### src/rtl/core/rar_pkg.sv
// Package: widths, operation codes and controller/datapath handshake structs.
package rar_pkg;

   localparam int OPERAND_BITS = 16;
   localparam int MAG_W        = OPERAND_BITS;
   localparam int PROD_W       = 2 * OPERAND_BITS;
   localparam int SUM_W        = PROD_W + 1;
   localparam int NUM_OUT_W    = 33;
   localparam int DEN_OUT_W    = 31;
   localparam int EXT_W        = (SUM_W + 1 > NUM_OUT_W) ? SUM_W + 1 : NUM_OUT_W;
   localparam int SHIFT_W      = $clog2(SUM_W);
   localparam int CNT_W        = $clog2(SUM_W);

   typedef enum logic [1:0] {
      OP_ADD = 2'd0,
      OP_SUB = 2'd1,
      OP_MUL = 2'd2,
      OP_DIV = 2'd3
   } op_type;

   typedef struct packed {
      logic load_in;
      logic mul;
      logic sum;
      logic gcd_step;
      logic div_load;
      logic div_step;
      logic out_load;
   } ctl_cmd_type;

   typedef struct packed {
      logic skip;
      logic gcd_done;
      logic div_last;
   } ctl_stat_type;

endpackage

### src/rtl/core/rar_ifs.sv
// Interfaces: request and response channels.
interface rar_req_if;
   logic                                    valid;
   logic                                    ready;
   logic [1:0]                              cmd;
   logic signed [rar_pkg::OPERAND_BITS-1:0] a_num;
   logic signed [rar_pkg::OPERAND_BITS-1:0] a_den;
   logic signed [rar_pkg::OPERAND_BITS-1:0] b_num;
   logic signed [rar_pkg::OPERAND_BITS-1:0] b_den;
   modport source (output valid, cmd, a_num, a_den, b_num, b_den, input ready);
   modport sink   (input valid, cmd, a_num, a_den, b_num, b_den, output ready);
endinterface

interface rar_rsp_if;
   logic                                 valid;
   logic                                 ready;
   logic signed [rar_pkg::NUM_OUT_W-1:0] res_num;
   logic [rar_pkg::DEN_OUT_W-1:0]        res_den;
   logic                                 error;
   modport source (output valid, res_num, res_den, error, input ready);
   modport sink   (input valid, res_num, res_den, error, output ready);
endinterface

### src/rtl/core/rar_ctrl.sv
// Controller: sequences multiply, sum, binary GCD, division and output load.
module rar_ctrl (
   input  logic                  clock,
   input  logic                  reset,
   input  logic                  req_valid,
   output logic                  req_ready,
   output logic                  rsp_valid,
   input  logic                  rsp_ready,
   input  rar_pkg::ctl_stat_type stat,
   output rar_pkg::ctl_cmd_type  cmd
);
   import rar_pkg::*;

   typedef enum logic [5:0] {
      S_IDLE = 6'b000001,
      S_MUL  = 6'b000010,
      S_SUM  = 6'b000100,
      S_GCD  = 6'b001000,
      S_DIV  = 6'b010000,
      S_DONE = 6'b100000
   } state_type;

   state_type state_ff, state_in;
   logic      out_valid_ff, out_valid_in;
   logic      out_free;

   assign req_ready = (state_ff == S_IDLE);
   assign rsp_valid = out_valid_ff;
   assign out_free  = !out_valid_ff || rsp_ready;

   always_comb begin
      state_in = state_ff;
      cmd      = '0;
      unique case (state_ff)
         S_IDLE: begin
            if (req_valid) begin
               cmd.load_in = 1'b1;
               state_in    = S_MUL;
            end
         end
         S_MUL: begin
            cmd.mul  = 1'b1;
            state_in = S_SUM;
         end
         S_SUM: begin
            cmd.sum  = 1'b1;
            state_in = stat.skip ? S_DONE : S_GCD;
         end
         S_GCD: begin
            if (stat.gcd_done) begin
               cmd.div_load = 1'b1;
               state_in     = S_DIV;
            end else begin
               cmd.gcd_step = 1'b1;
            end
         end
         S_DIV: begin
            cmd.div_step = 1'b1;
            if (stat.div_last) state_in = S_DONE;
         end
         S_DONE: begin
            if (out_free) begin
               cmd.out_load = 1'b1;
               state_in     = S_IDLE;
            end
         end
         default: state_in = S_IDLE;
      endcase
   end

   always_comb begin
      if (cmd.out_load) out_valid_in = 1'b1;
      else if (rsp_ready) out_valid_in = 1'b0;
      else out_valid_in = out_valid_ff;
   end

   always_ff @(posedge clock) begin
      if (reset) begin
         state_ff     <= S_IDLE;
         out_valid_ff <= 1'b0;
      end else begin
         state_ff     <= state_in;
         out_valid_ff <= out_valid_in;
      end
   end

`ifndef ASSERT_OFF
   a_accept_to_mul: assert property (@(posedge clock) disable iff (reset)
      (state_ff == S_IDLE && req_valid) |=> state_ff == S_MUL)
      else $error("accepted request did not start multiply");
   a_skip_to_done: assert property (@(posedge clock) disable iff (reset)
      (state_ff == S_SUM && stat.skip) |=> state_ff == S_DONE)
      else $error("special case did not skip reduction");
   a_load_valid: assert property (@(posedge clock) disable iff (reset)
      cmd.out_load |=> out_valid_ff)
      else $error("output load lost");
`endif

endmodule

### src/rtl/core/rar_dpath.sv
// Datapath: operand decode, products, signed sum, binary GCD and exact division.
module rar_dpath (
   input  logic                                    clock,
   input  rar_pkg::ctl_cmd_type                    cmd,
   output rar_pkg::ctl_stat_type                   stat,
   input  logic [1:0]                              in_cmd,
   input  logic signed [rar_pkg::OPERAND_BITS-1:0] in_a_num,
   input  logic signed [rar_pkg::OPERAND_BITS-1:0] in_a_den,
   input  logic signed [rar_pkg::OPERAND_BITS-1:0] in_b_num,
   input  logic signed [rar_pkg::OPERAND_BITS-1:0] in_b_den,
   output logic signed [rar_pkg::NUM_OUT_W-1:0]    out_num,
   output logic [rar_pkg::DEN_OUT_W-1:0]           out_den,
   output logic                                    out_err
);
   import rar_pkg::*;

   op_type              op_ff;
   logic [MAG_W-1:0]    an_ff, ad_ff, bn_ff, bd_ff;
   logic                an_neg_ff, ad_neg_ff, bn_neg_ff, bd_neg_ff;
   logic [PROD_W-1:0]   px_ff, py_ff, pd_ff;
   logic                x_neg_ff, y_neg_ff, d_neg_ff, in_zero_ff;
   logic [SUM_W-1:0]    u_ff, v_ff;
   logic [SHIFT_W-1:0]  k_ff;
   logic                neg_ff, err_ff, zero_ff;
   logic [SUM_W-1:0]    dvs_ff, qn_ff, qd_ff, rn_ff, rd_ff;
   logic [CNT_W-1:0]    cnt_ff;
   logic signed [NUM_OUT_W-1:0] out_num_ff;
   logic [DEN_OUT_W-1:0]        out_den_ff;
   logic                        out_err_ff;

   logic [SUM_W-1:0]    sx, sy, s_mag, s_den;
   logic                s_neg, s_err;
   logic [SUM_W:0]      rn_sh, rd_sh;
   logic                n_ge, d_ge;
   logic [EXT_W-1:0]    n_ext, d_ext;

   function automatic logic [MAG_W-1:0] mag_of(input logic [MAG_W-1:0] v);
      return v[MAG_W-1] ? (~v + 1'b1) : v;
   endfunction

   // signed sum of the two cross products for add/subtract; multiply and divide pass the single product through
   always_comb begin
      sx = {1'b0, px_ff};
      sy = (op_ff == OP_ADD || op_ff == OP_SUB) ? {1'b0, py_ff} : '0;
      if (x_neg_ff == y_neg_ff) begin
         s_mag = sx + sy;
         s_neg = x_neg_ff;
      end else if (sx >= sy) begin
         s_mag = sx - sy;
         s_neg = x_neg_ff;
      end else begin
         s_mag = sy - sx;
         s_neg = y_neg_ff;
      end
      s_den = {1'b0, pd_ff};
      s_err = in_zero_ff || (pd_ff == '0);
   end

   assign stat.skip     = s_err || (s_mag == '0);
   assign stat.gcd_done = (u_ff == v_ff);
   assign stat.div_last = (cnt_ff == CNT_W'(SUM_W - 1));

   assign rn_sh = {rn_ff, qn_ff[SUM_W-1]};
   assign rd_sh = {rd_ff, qd_ff[SUM_W-1]};
   assign n_ge  = rn_sh >= {1'b0, dvs_ff};
   assign d_ge  = rd_sh >= {1'b0, dvs_ff};

   assign n_ext = neg_ff ? (EXT_W'(0) - EXT_W'(qn_ff)) : EXT_W'(qn_ff);
   assign d_ext = EXT_W'(qd_ff);

   always_ff @(posedge clock) begin
      if (cmd.load_in) begin
         op_ff     <= op_type'(in_cmd);
         an_ff     <= mag_of(in_a_num);
         ad_ff     <= mag_of(in_a_den);
         bn_ff     <= mag_of(in_b_num);
         bd_ff     <= mag_of(in_b_den);
         an_neg_ff <= in_a_num[MAG_W-1];
         ad_neg_ff <= in_a_den[MAG_W-1];
         bn_neg_ff <= in_b_num[MAG_W-1];
         bd_neg_ff <= in_b_den[MAG_W-1];
      end
      if (cmd.mul) begin
         px_ff      <= PROD_W'(an_ff) * PROD_W'((op_ff == OP_MUL) ? bn_ff : bd_ff);
         py_ff      <= PROD_W'(bn_ff) * PROD_W'(ad_ff);
         pd_ff      <= PROD_W'(ad_ff) * PROD_W'((op_ff == OP_DIV) ? bn_ff : bd_ff);
         x_neg_ff   <= an_neg_ff ^ ((op_ff == OP_MUL) ? bn_neg_ff : bd_neg_ff);
         y_neg_ff   <= bn_neg_ff ^ ad_neg_ff ^ (op_ff == OP_SUB);
         d_neg_ff   <= ad_neg_ff ^ ((op_ff == OP_DIV) ? bn_neg_ff : bd_neg_ff);
         in_zero_ff <= (ad_ff == '0) || (bd_ff == '0);
      end
      if (cmd.sum) begin
         u_ff    <= s_mag;
         v_ff    <= s_den;
         k_ff    <= '0;
         neg_ff  <= s_neg ^ d_neg_ff;
         err_ff  <= s_err;
         zero_ff <= (s_mag == '0);
         qn_ff   <= s_mag;
         qd_ff   <= s_den;
      end
      // binary GCD step: strip shared twos, halve an even operand, then subtract
      if (cmd.gcd_step) begin
         if (!u_ff[0] && !v_ff[0]) begin
            u_ff <= u_ff >> 1;
            v_ff <= v_ff >> 1;
            k_ff <= k_ff + 1'b1;
         end else if (!u_ff[0]) begin
            u_ff <= u_ff >> 1;
         end else if (!v_ff[0]) begin
            v_ff <= v_ff >> 1;
         end else if (u_ff > v_ff) begin
            u_ff <= u_ff - v_ff;
         end else begin
            v_ff <= v_ff - u_ff;
         end
      end
      if (cmd.div_load) begin
         dvs_ff <= u_ff << k_ff;
         rn_ff  <= '0;
         rd_ff  <= '0;
         cnt_ff <= '0;
      end
      // restoring division, one quotient bit per lane each cycle
      if (cmd.div_step) begin
         rn_ff  <= n_ge ? SUM_W'(rn_sh - {1'b0, dvs_ff}) : rn_sh[SUM_W-1:0];
         rd_ff  <= d_ge ? SUM_W'(rd_sh - {1'b0, dvs_ff}) : rd_sh[SUM_W-1:0];
         qn_ff  <= {qn_ff[SUM_W-2:0], n_ge};
         qd_ff  <= {qd_ff[SUM_W-2:0], d_ge};
         cnt_ff <= cnt_ff + 1'b1;
      end
      if (cmd.out_load) begin
         if (err_ff) begin
            out_num_ff <= '0;
            out_den_ff <= '0;
            out_err_ff <= 1'b1;
         end else if (zero_ff) begin
            out_num_ff <= '0;
            out_den_ff <= DEN_OUT_W'(1);
            out_err_ff <= 1'b0;
         end else begin
            out_num_ff <= n_ext[NUM_OUT_W-1:0];
            out_den_ff <= d_ext[DEN_OUT_W-1:0];
            out_err_ff <= 1'b0;
         end
      end
   end

   assign out_num = out_num_ff;
   assign out_den = out_den_ff;
   assign out_err = out_err_ff;

endmodule

### src/rtl/core/rational_arith_reduce.sv
// Top level: rational add/subtract/multiply/divide with GCD reduction.
//
//  channel  | direction | payload
//  ---------+-----------+-------------------------------------------
//  req_ch   | in        | cmd, a_num, a_den, b_num, b_den
//  rsp_ch   | out       | res_num, res_den, error
//
// One request at a time: the operands are registered, then the products and the
// signed sum are formed, then the binary GCD loop runs (one shift or subtract per
// cycle, data dependent) and the divisor is loaded, then restoring division divides
// numerator and denominator by the GCD side by side, then the output register is
// loaded. Zero-numerator and zero-denominator cases skip the loops. The output
// register lets the next request enter while a response waits on rsp_ch.ready.
// Reset is synchronous; no state survives between items.
module rational_arith_reduce (
   input  logic      clock,
   input  logic      reset,
   rar_req_if.sink   req_ch,
   rar_rsp_if.source rsp_ch
);
   import rar_pkg::*;

   ctl_cmd_type  cmd;
   ctl_stat_type stat;

   // sequence the steps for each request
   rar_ctrl u_ctrl (
      .clock     (clock),
      .reset     (reset),
      .req_valid (req_ch.valid),
      .req_ready (req_ch.ready),
      .rsp_valid (rsp_ch.valid),
      .rsp_ready (rsp_ch.ready),
      .stat      (stat),
      .cmd       (cmd)
   );

   // hold operands, run the arithmetic, hold the response payload
   rar_dpath u_dpath (
      .clock    (clock),
      .cmd      (cmd),
      .stat     (stat),
      .in_cmd   (req_ch.cmd),
      .in_a_num (req_ch.a_num),
      .in_a_den (req_ch.a_den),
      .in_b_num (req_ch.b_num),
      .in_b_den (req_ch.b_den),
      .out_num  (rsp_ch.res_num),
      .out_den  (rsp_ch.res_den),
      .out_err  (rsp_ch.error)
   );

endmodule
### src/flat_wrapper.sv
// flat-port wrapper written by rule: the top's interface ports become plain ports
module rational_arith_reduce_flat import rar_pkg::*;
  (clock, reset, req_ch_valid, req_ch_cmd, req_ch_a_num, req_ch_a_den, req_ch_b_num, req_ch_b_den, req_ch_ready, rsp_ch_valid, rsp_ch_res_num, rsp_ch_res_den, rsp_ch_error, rsp_ch_ready);
  rar_req_if req_ch_i ();
  rar_rsp_if rsp_ch_i ();
  input  logic clock;
  input  logic reset;
  input wire logic [$bits(req_ch_i.valid)-1:0] req_ch_valid;
  input wire logic [$bits(req_ch_i.cmd)-1:0] req_ch_cmd;
  input wire logic [$bits(req_ch_i.a_num)-1:0] req_ch_a_num;
  input wire logic [$bits(req_ch_i.a_den)-1:0] req_ch_a_den;
  input wire logic [$bits(req_ch_i.b_num)-1:0] req_ch_b_num;
  input wire logic [$bits(req_ch_i.b_den)-1:0] req_ch_b_den;
  output wire logic [$bits(req_ch_i.ready)-1:0] req_ch_ready;
  output wire logic [$bits(rsp_ch_i.valid)-1:0] rsp_ch_valid;
  output wire logic [$bits(rsp_ch_i.res_num)-1:0] rsp_ch_res_num;
  output wire logic [$bits(rsp_ch_i.res_den)-1:0] rsp_ch_res_den;
  output wire logic [$bits(rsp_ch_i.error)-1:0] rsp_ch_error;
  input wire logic [$bits(rsp_ch_i.ready)-1:0] rsp_ch_ready;
  assign req_ch_i.valid = req_ch_valid;
  assign req_ch_i.cmd = req_ch_cmd;
  assign req_ch_i.a_num = req_ch_a_num;
  assign req_ch_i.a_den = req_ch_a_den;
  assign req_ch_i.b_num = req_ch_b_num;
  assign req_ch_i.b_den = req_ch_b_den;
  assign req_ch_ready = req_ch_i.ready;
  assign rsp_ch_valid = rsp_ch_i.valid;
  assign rsp_ch_res_num = rsp_ch_i.res_num;
  assign rsp_ch_res_den = rsp_ch_i.res_den;
  assign rsp_ch_error = rsp_ch_i.error;
  assign rsp_ch_i.ready = rsp_ch_ready;
  rational_arith_reduce u_core (.clock(clock), .reset(reset), .req_ch(req_ch_i), .rsp_ch(rsp_ch_i));
endmodule
### config.mk
export PLATFORM = sky130hd
export DESIGN_NAME = rational_arith_reduce_flat
export DESIGN_NICKNAME = d
export VERILOG_FILES = /design/src/rtl/core/rar_pkg.sv /design/src/rtl/core/rar_ifs.sv /design/src/rtl/core/rar_ctrl.sv /design/src/rtl/core/rar_dpath.sv /design/src/rtl/core/rational_arith_reduce.sv /design/src/flat_wrapper.sv
export SDC_FILE = /design/constraint.sdc
export NUM_CORES = 2
export LEC_CHECK = 0
export ABC_AREA = 0
export BUFFER_PORTS_ARGS = -buffer_cell sky130_fd_sc_hd__clkbuf_2
export CORE_MARGIN = 2
export CORE_UTILIZATION = 55
export DETAILED_ROUTE_END_ITERATION = 12
export GPL_TIMING_DRIVEN = 1
export PLACE_DENSITY = 0.71
export SLEW_MARGIN = 20
export SYNTH_ARGS = -nofsm -noshare
export SYNTH_HDL_FRONTEND = slang
export SYNTH_SLANG_ARGS = --single-unit
### constraint.sdc
create_clock -name clock -period 16.1 [get_ports clock]
set_input_delay 3.22 -clock clock [delete_from_list [all_inputs] [get_ports clock]]
set_output_delay 3.22 -clock clock [all_outputs]
set_load 0.05 [all_outputs]
Yosys cells after proc, flatten, opt, wreduce, memory -nomap -nowiden --
Index checks and enable logic that the tools add are counted.
Storage, ports and cells: input port bits 70, bits in registers 488, output and inout port bits 67
Operators by class: add/subtract/negate cells 14, reduce and logical (&&, ||, !) cells 19, shift-type cells 1, bitwise logic cells 9, eq/ne operators 16, muxes and demuxes 60, $mul 3, magnitude comparators 4
Operators with widths (number):
- 33-bit two-way mux | 24
- 33-bit subtractor | 4
- 16-bit by 16-bit multiplier with 32-bit output | 3
- 34-bit by 33-bit greater-or-equal comparator with 1-bit output | 2
- 32-bit by 32-bit subtractor with 33-bit output | 2
- 16-bit by 1-bit adder with 16-bit output, second input constant | 4
- 16-bit NOT | 4
- 15-bit two-way mux | 4
- 6-bit two-way mux | 10
- 6-bit case mux with 6 select lines | 1
- 32-bit by 32-bit adder with 33-bit output | 1
- 33-bit equality test | 1
- 33-bit greater-than comparator | 1
- 33-bit logical NOT | 1
- 33-bit by 6-bit left shift with 33-bit output | 1
- 1-bit by 33-bit subtractor with 33-bit output, first input constant | 1
- 32-bit greater-or-equal comparator | 1
- 16-bit logical NOT | 2
- 32-bit logical NOT | 1
- 16-bit two-way mux | 2
- 32-bit two-way mux | 1
- 1-bit two-way mux | 17
- 6-bit by 1-bit adder with 6-bit output, second input constant | 2
- 6-bit equality test, second input constant | 2
- 19 further kinds | 34

Logic depth before layout (Yosys ltp) --
word-level depth 12, depth in mapped cells 29

Hierarchy --
A second synthesis with hierarchy kept.
Second synthesis, totals: cell total of the unflattened synthesis 6643, area, all modules 60384.2 µm²
By module, submodules not included:
- rar_dpath | area an instance 59891.2 µm², times used 1, cells each 6584, sequential area each 13723.2 µm²
- rar_ctrl | area an instance 493.0 µm², times used 1, cells each 59, sequential area each 140.1 µm²

Least setup slack after synthesis --
Ideal clock, no wire load.
kind register to register, start point reg u_core.u_dpath.u_ff[8], end point reg u_core.u_dpath.cnt_ff[0] (enable), slack 8.236 ns, setup time 0.602 ns, buffers on the path 2, required time 15.498 ns, arrival 7.262 ns, stages on the path, launching flop included 11, cell sequence dfxtp_1 > inv_1 > ha_1 > clkbuf_1 > inv_1 > nor3_1 > and2_1 > nand4_1 > or4_1 > clkbuf_1 > o21ai_0
On the way: word-level cells in the longest chain between the ends 4
RTL lines:
- from (decl) | RTL line rar_dpath.sv:22 | logic [SUM_W-1:0] u_ff, v_ff;
- from (signal assigned) | RTL line rar_dpath.sv:93 | u_ff <= s_mag;
- from (signal assigned) | RTL line rar_dpath.sv:105 | u_ff <= u_ff >> 1;
- from (signal assigned) | RTL line rar_dpath.sv:109 | u_ff <= u_ff >> 1;
- 33-bit equality test | RTL line rar_dpath.sv:60 | assign stat.gcd_done = (u_ff == v_ff);
- 1-bit two-way mux | RTL line rar_ctrl.sv:50 | if (stat.gcd_done) begin
- 2-bit two-way mux | RTL line rar_ctrl.sv:34 | unique case (state_ff)
- 2-bit nonzero test (no line)
- to (signal assigned) | RTL line rar_dpath.sv:130 | cnt_ff <= cnt_ff + 1'b1;
- to (decl) | RTL line rar_dpath.sv:26 | logic [CNT_W-1:0] cnt_ff;
No other way between the ends. A chain may end at the register's enable or synchronous reset.

Worst setup path in the final report --
start point reg u_core.u_dpath.op_ff[1], end point reg u_core.u_dpath.pd_ff[31], data pin
On the way: word-level cells in the longest chain between the ends 3
RTL lines:
- from (decl) | RTL line rar_dpath.sv:17 | op_type op_ff;
- from (signal assigned) | RTL line rar_dpath.sv:73 | op_ff <= op_type'(in_cmd);
- 2-bit equality test | RTL line rar_dpath.sv:86 | pd_ff <= PROD_W'(ad_ff) * PROD_W'((op_ff == OP_DIV) ? bn_ff : bd_ff);
- 16-bit two-way mux | RTL line rar_dpath.sv:86
- 16-bit by 16-bit multiplier with 32-bit output | RTL line rar_dpath.sv:86
- to (signal assigned) | RTL line rar_dpath.sv:86
- to (decl) | RTL line rar_dpath.sv:20 | logic [PROD_W-1:0] px_ff, py_ff, pd_ff;
No other way between the ends.

==> impl_metrics.tcl <==
set metrics [dict create \
    synth_warnings 0 \
    syn2layout_area_growth_pct 6.326 \
    yosys.area.top_type "edfxtp_1" \
    crit_top_cell "fa_1" \
    crit_end "u_core.u_dpath.pd_ff[31]" \
    hold_class "reg2reg" \
    cts.reportedPaths.clkPinSlew_ps 80 \
    mostFrequentLayoutCell "inv_1" \
    relSlewSlack 0.2379 \
    cts_hold_buf 0 \
    syn_area_per_cell_um2 8.856 \
    cts_buffer_depth 3 \
    worst_pin_slew_ps 1131 \
    place_congestion 0.9649 \
    synthDominantCellAreaShare 0.2047 \
    core-area_mm2 0.1086 \
    drive_gt1_frac 0.06197 \
    die_y_um 334.3 \
    fin_nets 7942 \
    critical-path-top-delay-family "adder cells" \
    synth_edf_count 409 \
    worstPathMaxFanout 35 \
    cp-start-kind "flip-flop" \
    path_depth 25 \
    grt_pass1_vias 47750 \
    htreeDepth 2 \
    r2r-end "u_core.u_dpath.pd_ff[31]" \
    layout_common_cells "954 x inv_1, 816 x nand2_1, 589 x fa_1, 548 x ha_1, 477 x nor2_1" \
    ys_types 105 \
    dieArea_mm2 0.1117 \
    die-width_um 334.3 \
    antenna_found_initial 4 \
    cts_sinks 488 \
    drtIter0Drc 4055 \
    grt_usage 0.2992 \
    critPathCaptureType "flip-flop" \
    boundaryPins 137 \
    critPathKind "reg2reg" \
    first_pass_iters 5 \
    drv_slew 0 \
    grt_pass1_wl_um 264800 \
    crit_required_ps 16530 \
    final.setup_skew_ps 38.39 \
    netlist_instances 6774 \
    r2r-start "u_core.u_dpath.op_ff[1]" \
    yosys-top-cells-area "edfxtp_1 20%, fa_1 20%, ha_1 11%" \
    finalSetupViolations 0 \
    clockRootBuffer "clkbuf_16" \
    cp_slowest_cell "edfxtp_1" \
    rows 121 \
    ys.flop_type "edfxtp_1" \
    routed_wl_um 166800 \
    vias_per_cell 5.862 \
    dp_hpwl_um 129100 \
    cts.repair.resized 0 \
    fin_tns_setup_ps 0 \
    status "completed" \
    max_stage_delay_ps 860 \
    worstSetupStartpoint "u_core.u_dpath.op_ff[1]" \
    synth_seq_area_share 0.2311 \
    ys_ff_latch 488 \
    globalRouteOverflowTotal 0 \
    grt_start_max_net_pins 74 \
    r2r_slack_ps 7230 \
    drt_drc_violations_left 0 \
    synth.cell_area_mm2 0.05999 \
    cts_tree "built" \
    rr_worst_depth 25 \
    postRouteAntennaNets 0 \
    num_vias 48030 \
    rsz0062_at_grt "no" \
    drv_cap 0 \
    insertion_delay_ps 690 \
    fmax_mhz 112.7 \
    crit_buf_inv 3 \
    cts_setup_buffers 0 \
    portBuffers 136 \
    start_util 0.5527 \
    min_period_over_period 0.5512 \
    avgRoutedWirePerCell_um 20.35 \
    cts_buffers 56 \
    synth_fp_nets 7981 \
    synthArstFlopShare 0 \
    hold_viol 0 \
    finalCriticalPeriod_ps 8874 \
    cp.arrival_ps 9310 \
]
## worst reg2reg max path: stages, from the launching register on
cell and delay (ps):
edfxtp_1 860, nand2_1 780, mux2_2 670, nand2_1 140, fa_1 520, fa_1 590
fa_1 460, fa_1 540, inv_1 50, fa_1 480, inv_1 50, fa_1 470
inv_1 40, ha_1 320, a21o_1 170, a21oi_1 240, o21ai_0 140, o211a_1 140
nor2_1 150, a31o_2 220, o211ai_1 130, o41a_1 340, and4_1 200, a2111oi_0 650
o2bb2ai_1 210, xnor2_1 90
## registers in the layout, summed over array words and instances, names as in the netlist, 2 cells and up
name,count
u_core.u_dpath.dvs_ff,33
u_core.u_dpath.out_num,33
u_core.u_dpath.qd_ff,33
u_core.u_dpath.qn_ff,33
u_core.u_dpath.rd_ff,33
u_core.u_dpath.rn_ff,33
u_core.u_dpath.u_ff,33
u_core.u_dpath.v_ff,33
u_core.u_dpath.pd_ff,32
u_core.u_dpath.px_ff,32
u_core.u_dpath.py_ff,32
u_core.u_dpath.out_den,31
u_core.u_dpath.ad_ff,16
u_core.u_dpath.an_ff,16
u_core.u_dpath.bd_ff,16
u_core.u_dpath.bn_ff,16
u_core.u_ctrl.state_ff,6
u_core.u_dpath.cnt_ff,6
u_core.u_dpath.k_ff,6
u_core.u_dpath.op_ff,2
## per-layer routing
metal	up-vias	global-route usage	wire, µm
li1	22350	-	-
met1	23490	0.4072	70660
met2	1800	0.4842	77030
met3	391	0.04030	11910
met4	4	0.1188	7156
met5	-	0	23
## cell usage after synthesis (all sizes together), types with 118 or more instances
master and number:
nor2 478, fa 589, edfxtp 409, clkbuf 268, o21ai 241, a21oi 412, inv 956, xor2 118
ha 548, nor2b 127, and2 320, xnor2 199, nand2 818
## final cells by class
class | count | area, µm²
timing repair buffer | 218 | 1296
multi-input combinational | 5012 | 41370
sequential | 488 | 13870
clock buffer | 67 | 1463
tap | 1414 | 1769
fill | 9443 | 44760
antenna | 2 | 5.005
inverter | 959 | 3602
clock inverter | 34 | 411.6
## metrics by stage
stage	area, µm²	instances	setup WS (ps)	utilization	hold slack [ps]
2_1_floorplan	59990	6774	8236	-	459.0
3_3_place_gp	61900	8091	7466	0.5702	494.0
3_5_place_dp	61900	8091	7274	0.5702	503.9
4_1_cts	63770	8192	7247	0.5875	518.6
5_1_grt	63780	8192	6564	0.5876	545.6
6_report	63790	8194	7226	0.5876	516.8
## worst min-delay path by stage
stage                            start                       to  cells past startpoint
3_3_place_gp   u_core.u_dpath.v_ff[30]  u_core.u_dpath.v_ff[29]                      2
4_1_cts        u_core.u_dpath.v_ff[30]  u_core.u_dpath.v_ff[29]                      2
3_5_place_dp   u_core.u_dpath.v_ff[30]  u_core.u_dpath.v_ff[29]                      2
6_report       u_core.u_dpath.v_ff[30]  u_core.u_dpath.v_ff[29]                      2
5_1_grt        u_core.u_dpath.v_ff[30]  u_core.u_dpath.v_ff[29]                      2
2_1_floorplan  u_core.u_dpath.v_ff[27]  u_core.u_dpath.v_ff[26]                      2
## cell families after synthesis
| group | count (synthesis) | share of synthesized area |
|---|---|---|
| compound gates | 1164 | 0.1225 |
| xor+xnor | 317 | 0.04665 |
| fa+ha+maj | 1137 | 0.3108 |
| buf+inv | 1274 | 0.08094 |
| flops | 488 | 0.2311 |
| mux | 140 | 0.02826 |
| simple gates | 2254 | 0.1798 |
Power is not shown: default switching activity piles up to over one toggle a cycle in this logic, so the estimate is an artifact.
